$ cat src/hw/rtl/psl_pkg.sv
package psl_pkg;

  localparam int DEPTH      = 8;
  localparam int CNT_W      = $clog2(DEPTH + 1);
  localparam int IDX_W      = (DEPTH > 1) ? $clog2(DEPTH) : 1;
  localparam int POS_W      = 4;
  localparam int TOT_W      = 4;
  localparam int CMP_W      = ((CNT_W > POS_W) ? CNT_W : POS_W) + 1;
  localparam int IN_DATA_W  = 136;
  localparam int OUT_DATA_W = 136;
  localparam int USER_W     = 2;

  typedef enum logic [1:0] {
    FN_INSERT = 2'd0,
    FN_REMOVE = 2'd1,
    FN_READ   = 2'd2,
    FN_NOP    = 2'd3
  } func_t;

  typedef enum logic [1:0] {
    ST_DONE   = 2'd0,
    ST_FULL   = 2'd1,
    ST_BADPOS = 2'd2,
    ST_EMPTY  = 2'd3
  } status_t;

  typedef enum logic [1:0] {
    S_IDLE,
    S_EXEC,
    S_READ
  } state_t;

  typedef struct packed {
    logic [63:0] name;
    logic [31:0] phone;
    logic [31:0] id;
  } rec_t;

  typedef struct packed {
    logic latch;
    logic exec;
    logic emit;
  } cmd_t;

  typedef struct packed {
    logic nop;
    logic read_list;
    logic slot_free;
    logic rd_last;
  } stat_t;

endpackage

$ cat src/hw/rtl/psl_ctrl.sv
module psl_ctrl
  import psl_pkg::*;
(
  input  logic  clk,
  input  logic  rst,
  input  logic  s_tvalid,
  output logic  s_tready,
  input  stat_t stat,
  output cmd_t  cmd
);

  state_t state, state_next;

  always_ff @(posedge clk) begin
    if (rst) begin
      state <= S_IDLE;
    end else begin
      state <= state_next;
    end
  end

  always_comb begin
    state_next = state;
    cmd        = '0;
    s_tready   = 1'b0;
    case (state)
      S_IDLE: begin
        s_tready = !rst;
        if (s_tvalid && !rst) begin
          cmd.latch  = 1'b1;
          state_next = S_EXEC;
        end
      end
      S_EXEC: begin
        if (stat.nop) begin
          state_next = S_IDLE;
        end else if (stat.read_list) begin
          state_next = S_READ;
        end else if (stat.slot_free) begin
          cmd.exec   = 1'b1;
          state_next = S_IDLE;
        end
      end
      S_READ: begin
        if (stat.slot_free) begin
          cmd.emit = 1'b1;
          if (stat.rd_last) begin
            state_next = S_IDLE;
          end
        end
      end
      default: begin
        state_next = S_IDLE;
      end
    endcase
  end

endmodule

$ cat src/hw/rtl/psl_dpath.sv
module psl_dpath
  import psl_pkg::*;
(
  input  logic                  clk,
  input  logic                  rst,
  input  logic [IN_DATA_W-1:0]  s_tdata,
  input  logic [USER_W-1:0]     s_tuser,
  output logic                  m_tvalid,
  input  logic                  m_tready,
  output logic [OUT_DATA_W-1:0] m_tdata,
  output logic [USER_W-1:0]     m_tuser,
  output logic                  m_tlast,
  input  cmd_t                  cmd,
  output stat_t                 stat
);

  func_t              req_func;
  logic [POS_W-1:0]   req_pos;
  rec_t               req_rec;
  logic [CNT_W-1:0]   count;
  logic [CNT_W-1:0]   total_next;
  logic [IDX_W-1:0]   rd_idx;
  rec_t               cells [DEPTH];

  logic [CMP_W-1:0]   cnt_w;
  logic [CMP_W-1:0]   pos_w;
  logic [CMP_W-1:0]   pidx;
  status_t            st_code;
  logic               ins_ok;
  logic               rem_ok;
  logic               load;

  status_t            out_status;
  rec_t               out_rec;
  logic [TOT_W-1:0]   out_total;
  logic               out_last;
  logic               out_valid;

  // request register
  always_ff @(posedge clk) begin
    if (cmd.latch) begin
      req_func      <= func_t'(s_tuser[1:0]);
      req_pos       <= s_tdata[3:0];
      req_rec.id    <= s_tdata[35:4];
      req_rec.phone <= s_tdata[67:36];
      req_rec.name  <= s_tdata[131:68];
    end
  end

  assign cnt_w = CMP_W'(count);
  assign pos_w = CMP_W'(req_pos);
  assign pidx  = pos_w - CMP_W'(1);

  // request checks
  always_comb begin
    st_code    = ST_DONE;
    ins_ok     = 1'b0;
    rem_ok     = 1'b0;
    total_next = count;
    case (req_func)
      FN_INSERT: begin
        if (count == CNT_W'(DEPTH)) begin
          st_code = ST_FULL;
        end else if (req_pos == '0 || pos_w > cnt_w + CMP_W'(1)) begin
          st_code = ST_BADPOS;
        end else begin
          ins_ok     = 1'b1;
          total_next = count + CNT_W'(1);
        end
      end
      FN_REMOVE: begin
        if (count == '0) begin
          st_code = ST_EMPTY;
        end else if (req_pos == '0 || pos_w > cnt_w) begin
          st_code = ST_BADPOS;
        end else begin
          rem_ok     = 1'b1;
          total_next = count - CNT_W'(1);
        end
      end
      FN_READ: begin
        if (count == '0) begin
          st_code = ST_EMPTY;
        end
      end
      default: begin
        st_code = ST_DONE;
      end
    endcase
  end

  assign stat.nop       = (req_func == FN_NOP);
  assign stat.read_list = (req_func == FN_READ) && (count != '0);
  assign stat.slot_free = !out_valid || m_tready;
  assign stat.rd_last   = (CMP_W'(rd_idx) + CMP_W'(1)) == cnt_w;

  // record cells, each shifts from a fixed neighbor
  for (genvar g = 0; g < DEPTH; g++) begin : g_cell
    localparam logic [CMP_W-1:0] GI = CMP_W'(g);
    rec_t slot;
    rec_t below;
    rec_t above;

    if (g > 0) begin : g_below
      assign below = cells[g-1];
    end else begin : g_first
      assign below = req_rec;
    end

    if (g < DEPTH - 1) begin : g_above
      assign above = cells[g+1];
    end else begin : g_top
      assign above = slot;
    end

    always_ff @(posedge clk) begin
      if (cmd.exec && ins_ok) begin
        if (GI == pidx) begin
          slot <= req_rec;
        end else if (GI > pidx && GI <= cnt_w) begin
          slot <= below;
        end
      end else if (cmd.exec && rem_ok) begin
        if (GI >= pidx && GI + CMP_W'(1) < cnt_w) begin
          slot <= above;
        end
      end
    end

    assign cells[g] = slot;
  end

  always_ff @(posedge clk) begin
    if (rst) begin
      count <= '0;
    end else if (cmd.exec) begin
      count <= total_next;
    end
  end

  always_ff @(posedge clk) begin
    if (cmd.latch) begin
      rd_idx <= '0;
    end else if (cmd.emit) begin
      rd_idx <= rd_idx + IDX_W'(1);
    end
  end

  // output register
  assign load = cmd.exec || cmd.emit;

  always_ff @(posedge clk) begin
    if (rst) begin
      out_valid <= 1'b0;
    end else if (load) begin
      out_valid <= 1'b1;
    end else if (m_tready) begin
      out_valid <= 1'b0;
    end
  end

  always_ff @(posedge clk) begin
    if (cmd.exec) begin
      out_status <= st_code;
      out_rec    <= '0;
      out_total  <= TOT_W'(total_next);
      out_last   <= 1'b1;
    end else if (cmd.emit) begin
      out_status <= ST_DONE;
      out_rec    <= cells[rd_idx];
      out_total  <= TOT_W'(count);
      out_last   <= stat.rd_last;
    end
  end

  assign m_tvalid = out_valid;
  assign m_tuser  = out_status;
  assign m_tlast  = out_last;
  assign m_tdata  = {4'd0, out_total, out_rec.name, out_rec.phone, out_rec.id};

endmodule

$ cat src/hw/rtl/positional_sequential_list.sv
// Ordered list of up to DEPTH records (id, phone, eight name bytes) in a row of register
// cells. An insert or remove request shifts the affected cells together and gives a single
// result; a read-out request sends one record per cycle from the output register while the
// receiver accepts them. An operation code of three gives no result. Requests are accepted
// one at a time, and the next one is accepted while the last result still waits in the
// output register.
module positional_sequential_list
  import psl_pkg::*;
(
  input  logic                  clk,
  input  logic                  rst,
  input  logic                  s_tvalid,
  output logic                  s_tready,
  input  logic [IN_DATA_W-1:0]  s_tdata,   // position, entry_id, phone, name_chars, pad
  input  logic [USER_W-1:0]     s_tuser,   // func
  output logic                  m_tvalid,
  input  logic                  m_tready,
  output logic [OUT_DATA_W-1:0] m_tdata,   // out_id, out_phone, out_name, entry_total, pad
  output logic [USER_W-1:0]     m_tuser,   // status
  output logic                  m_tlast
);

  cmd_t  cmd;
  stat_t stat;

  psl_ctrl u_ctrl (
    .clk      (clk),
    .rst      (rst),
    .s_tvalid (s_tvalid),
    .s_tready (s_tready),
    .stat     (stat),
    .cmd      (cmd)
  );

  psl_dpath u_dpath (
    .clk      (clk),
    .rst      (rst),
    .s_tdata  (s_tdata),
    .s_tuser  (s_tuser),
    .m_tvalid (m_tvalid),
    .m_tready (m_tready),
    .m_tdata  (m_tdata),
    .m_tuser  (m_tuser),
    .m_tlast  (m_tlast),
    .cmd      (cmd),
    .stat     (stat)
  );

endmodule

$ cat config.mk
export PLATFORM = sky130hd
export DESIGN_NAME = positional_sequential_list
export DESIGN_NICKNAME = d
export VERILOG_FILES = /design/src/hw/rtl/psl_pkg.sv /design/src/hw/rtl/psl_ctrl.sv /design/src/hw/rtl/psl_dpath.sv /design/src/hw/rtl/positional_sequential_list.sv
export SDC_FILE = /design/constraint.sdc
export NUM_CORES = 2
export LEC_CHECK = 0
export ABC_CLOCK_PERIOD_IN_PS = 14500
export BUFFER_PORTS_ARGS = -buffer_cell sky130_fd_sc_hd__clkbuf_2
export CAP_MARGIN = 20
export CORE_MARGIN = 8
export CORE_UTILIZATION = 58
export CTS_BUF_LIST = sky130_fd_sc_hd__clkbuf_2
export DETAILED_ROUTE_END_ITERATION = 6
export PLACE_DENSITY = 0.84
export SETUP_SLACK_MARGIN = 0.15
export SLEW_MARGIN = 30
export SYNTH_ARGS = -nofsm -noshare
export SYNTH_HDL_FRONTEND = slang
export SYNTH_HIERARCHICAL = 1
export SYNTH_SLANG_ARGS = --single-unit
$ cat constraint.sdc
create_clock -name clk -period 14.5 [get_ports clk]
set_input_delay 2.175 -clock clk [delete_from_list [all_inputs] [get_ports clk]]
set_output_delay 2.175 -clock clk [all_outputs]
set_load 0.02 [all_outputs]
==> flow_metrics.py <==
metrics = {
    "outcome": {
        "status": "finished, final reports clean",
    },
    "layout": {
        "nets": 5818,
        "syn2layout_area_growth_pct": 6.960,
        "drive_gt1_share_pct": 22.56,
        "regArea_um2": 37750,
        "multi_input_comb_area_um2": 27230,
        "final_util_pct": 62.44,
        "fin_area_um2": 72360,
        "fill_cells": 8835,
    },
    "routing": {
        "via_count": 46409,
        "drtAntennaViolNets": 0,
        "drt-wirelength-per-cell_um": 23.98,
        "highest_layer": "met5",
        "drtIter0Drc": 5684,
        "drc": 0,
        "met2WireLength_um": 84700,
        "wl_um": 178800,
        "wl_met3_um": 19770,
        "drt_pass1_iterations": 6,
        "wl_met1_um": 69110,
        "vias_per_cell": 6.226,
    },
    "synthesis": {
        "syn_area_um2": 67650,
        "synthArstFlopShare_pct": 0,
        "synth_top_area_cell": "edfxtp_1",
        "avgSynthCellArea_um2": 12.28,
        "yosysSeqAreaShare_pct": 55.78,
        "synth_common_cells": "nand2_1 (1175), edfxtp_1 (1164), mux2i_1 (897), o21ai_1 (390), o21ai_0 (384)",
        "netlist_instances": 5509,
        "synth_cell_type_count": 62,
        "synth_edf_count": 1164,
        "synth.top_cell.area_share_pct": 51.67,
        "yosysMostFrequentCell": "nand2_1",
        "ys.flop_type": "edfxtp_1",
        "ys_warn_count": 6,
        "synth_area_leaders": "edfxtp_1 (52%), mux2i_1 (13%), mux4_2 (8.5%), nand2_1 (6.5%), dfxtp_1 (4.1%)",
        "ys_seq_elements": 1303,
    },
    "setup_path": {
        "critPathArrivalTime_ns": 7.25,
        "crit_path_start_kind": "flop",
        "endpoint_kind": "flop",
        "cp_max_fo": 181,
        "startpoint": "u_dpath/count[0]$_SDFFE_PP0P_",
        "r2r-start": "u_dpath/count[0]$_SDFFE_PP0P_",
        "critPathKind": "flop to flop",
        "required_ns": 15.88,
    },
    "cts": {
        "root_buffer": "clkbuf_2",
        "h-tree-depth": 5,
        "cts_buffers": 351,
        "ctsResizeCount": 0,
        "clk_latency_ns": 1.73,
        "cts_setup_buffers": 0,
        "cts_hold_buf": 0,
        "clk_transition_reported_paths_ns": 0.11,
        "clockBufferDepth": 4,
        "tritoncts": "yes",
        "clkSinkCount": 1303,
    },
    "power_and_ir_drop": {
        "peakVddDrop_mv": 0.08527,
        "p_per_area_nw_per_um2": 95.71,
        "p_sw_share_pct": 25.06,
        "clkPwrFrac_pct": 37.9,
        "p_comb_share_pct": 2.9,
        "p_int_uw": 5190,
        "switching_power_uw": 1736,
        "p_seq_share_pct": 59.2,
        "p_leak_uw": 0.02917,
    },
    "sta": {
        "fin_skew_ns": 0.1598,
        "slew_viol_final": 0,
        "timing.fmax_mhz": 170.2,
        "rsz0062_at_grt": "no",
        "setup_viol": 0,
        "timing.final.ws_setup_ns": 8.624,
        "min_period_ns": 5.876,
        "fin_crit_sh_pct": 40.52,
        "worstMarginPinSlew_ns": 1.150,
        "finalSetupTns_ns": 0,
        "hold_violations": 0,
        "slew_headroom_pct": 23.36,
    },
    "worst_hold_path": {
        "min_from": "u_dpath/cells[77]$_DFFE_PP_",
        "worstHoldPathType": "flop to flop",
    },
    "floorplan": {
        "initial_utilization_pct": 58.37,
        "coreArea_um2": 115900,
        "die_h_um": 357.5,
        "rows": 125,
        "die_w_um": 357.5,
        "ios": 283,
        "die_area_um2": 127800,
    },
    "global_routing": {
        "grt_pass1_wl_um": 271600,
        "track_usage_pct": 27.37,
        "grt_pass1_vias": 46255,
        "antenna_found_initial": 7,
        "grt_remaining_overflow": 0,
        "grt_max_degree": 182,
    },
    "run": {
        "maxCapViolCount": 0,
    },
    "placed_design": {
        "hpwl_um": 97260,
        "dpl_cell_area_um2": 69120,
        "io_buffers": 274,
        "pre_cts_slack_ns": 7.211,
        "globalplace.congestion": 0.8068,
    },
}
## cell type report
cell class              instances  share of cell area, %
flip-flops and latches       1303                  52.17
multi-input cells            3643                  37.63
clock buffers                 558                  3.859
repair buffers                348                  3.192
well taps                    1524                  2.635
clock inverters                59                 0.4306
inverters                      12                0.06225
diodes                          7                0.02421
## cells in the final DEF, fill, tap and decap left out, drive strengths merged, types with 4 or more instances in the layout
master / netlist / final
a211oi: 131 / 131
nand3: 6 / 6
a31oi: 6 / 6
nand2b: 6 / 6
nor2b: 7 / 7
edfxtp: 1164 / 1164
mux4: 256 / 256
ha: 17 / 17
xnor2: 9 / 9
mux2: 128 / 128
o21ai: 774 / 774
mux2i: 897 / 897
dfxtp: 139 / 139
nor2: 152 / 152
a21oi: 16 / 16
buf: 373 / 74
inv: 11 / 15
nand2: 1176 / 1176
clkinv: 1 / 53
conb: 1 / 4
clkbuf: 181 / 832
nor3: 15 / 15
diode: 0 / 7
## layer usage
layer | vias to the layer above | track usage [%]
met4 | 2 | 10.71
met2 | 2650 | 43.17
li1 | 20858 | -
met5 | - | 0
met1 | 22573 | 36.53
met3 | 326 | 7.014
## flip-flops by register name, summed over array words and instances, names as in the netlist
register / flops
u_ctrl/state: 2
u_dpath/req_pos: 4
u_dpath/m_tvalid: 1
u_dpath/m_tlast: 1
u_dpath/g_cell.below: 128
u_dpath/m_tuser: 2
u_dpath/count: 4
u_dpath/req_func: 2
u_dpath/m_tdata: 128
u_dpath/out_total: 4
u_dpath/rd_idx: 3
u_dpath/cells: 1024
## worst max-delay path: stages, from the launching register on
cell and delay, ns:
dfxtp_1 0.57, inv_1 0.17, ha_1 0.32, or3b_1 0.33, and3b_1 0.23, and4b_4 0.29, nand2b_1 0.21, nor3_2 0.14
nand2_8 0.39, buf_12 0.51, buf_16 0.43, buf_4 0.84, buf_6 0.74, o21ai_0 0.22
## through the flow
step,std cells,hold slack [ns],total power [µW]
finish,7454,0.4703,6925
global route,7454,0.4041,7186
CTS,7443,0.3820,6984
detailed placement,6826,0.4771,4383
global placement,6820,0.4724,4375
floorplan,5512,0.4847,4309
## power groups by stage
stage / Combinational, µW / Sequential, µW / Clock [µW]
after CTS: 200 / 4100 / 2690
final: 202 / 4100 / 2620
after global placement: 193 / 4180 / 0
after floorplan: 152 / 4160 / 0
after global routing: 213 / 4100 / 2870
after detailed placement: 200 / 4180 / 0
## path summary, 6_finish.rpt
| kind | slack (ns) | endpoint | cells past startpoint |
|---|---|---|---|
| max | 8.62 | u_dpath/cells[385]$_DFFE_PP_ | 13 |
| min | 0.47 | u_dpath/cells[205]$_DFFE_PP_ | 2 |
| max reg2reg | 8.62 | u_dpath/cells[385]$_DFFE_PP_ | 13 |
| min reg2reg | 0.47 | u_dpath/cells[205]$_DFFE_PP_ | 2 |
## logic make-up after synthesis
group	after synthesis	synth area share [%]
AND/OR/NAND/NOR	1379	7.858
flip-flops	1303	55.78
multiplexers	1281	23.92
AO/OA/AOI/OAI	950	7.699
buffers and inverters	566	4.261
adder cells (fa/ha/maj)	17	0.3144
XOR/XNOR	12	0.1554
other	1	0.005543
(Power assumes the default switching activity.)
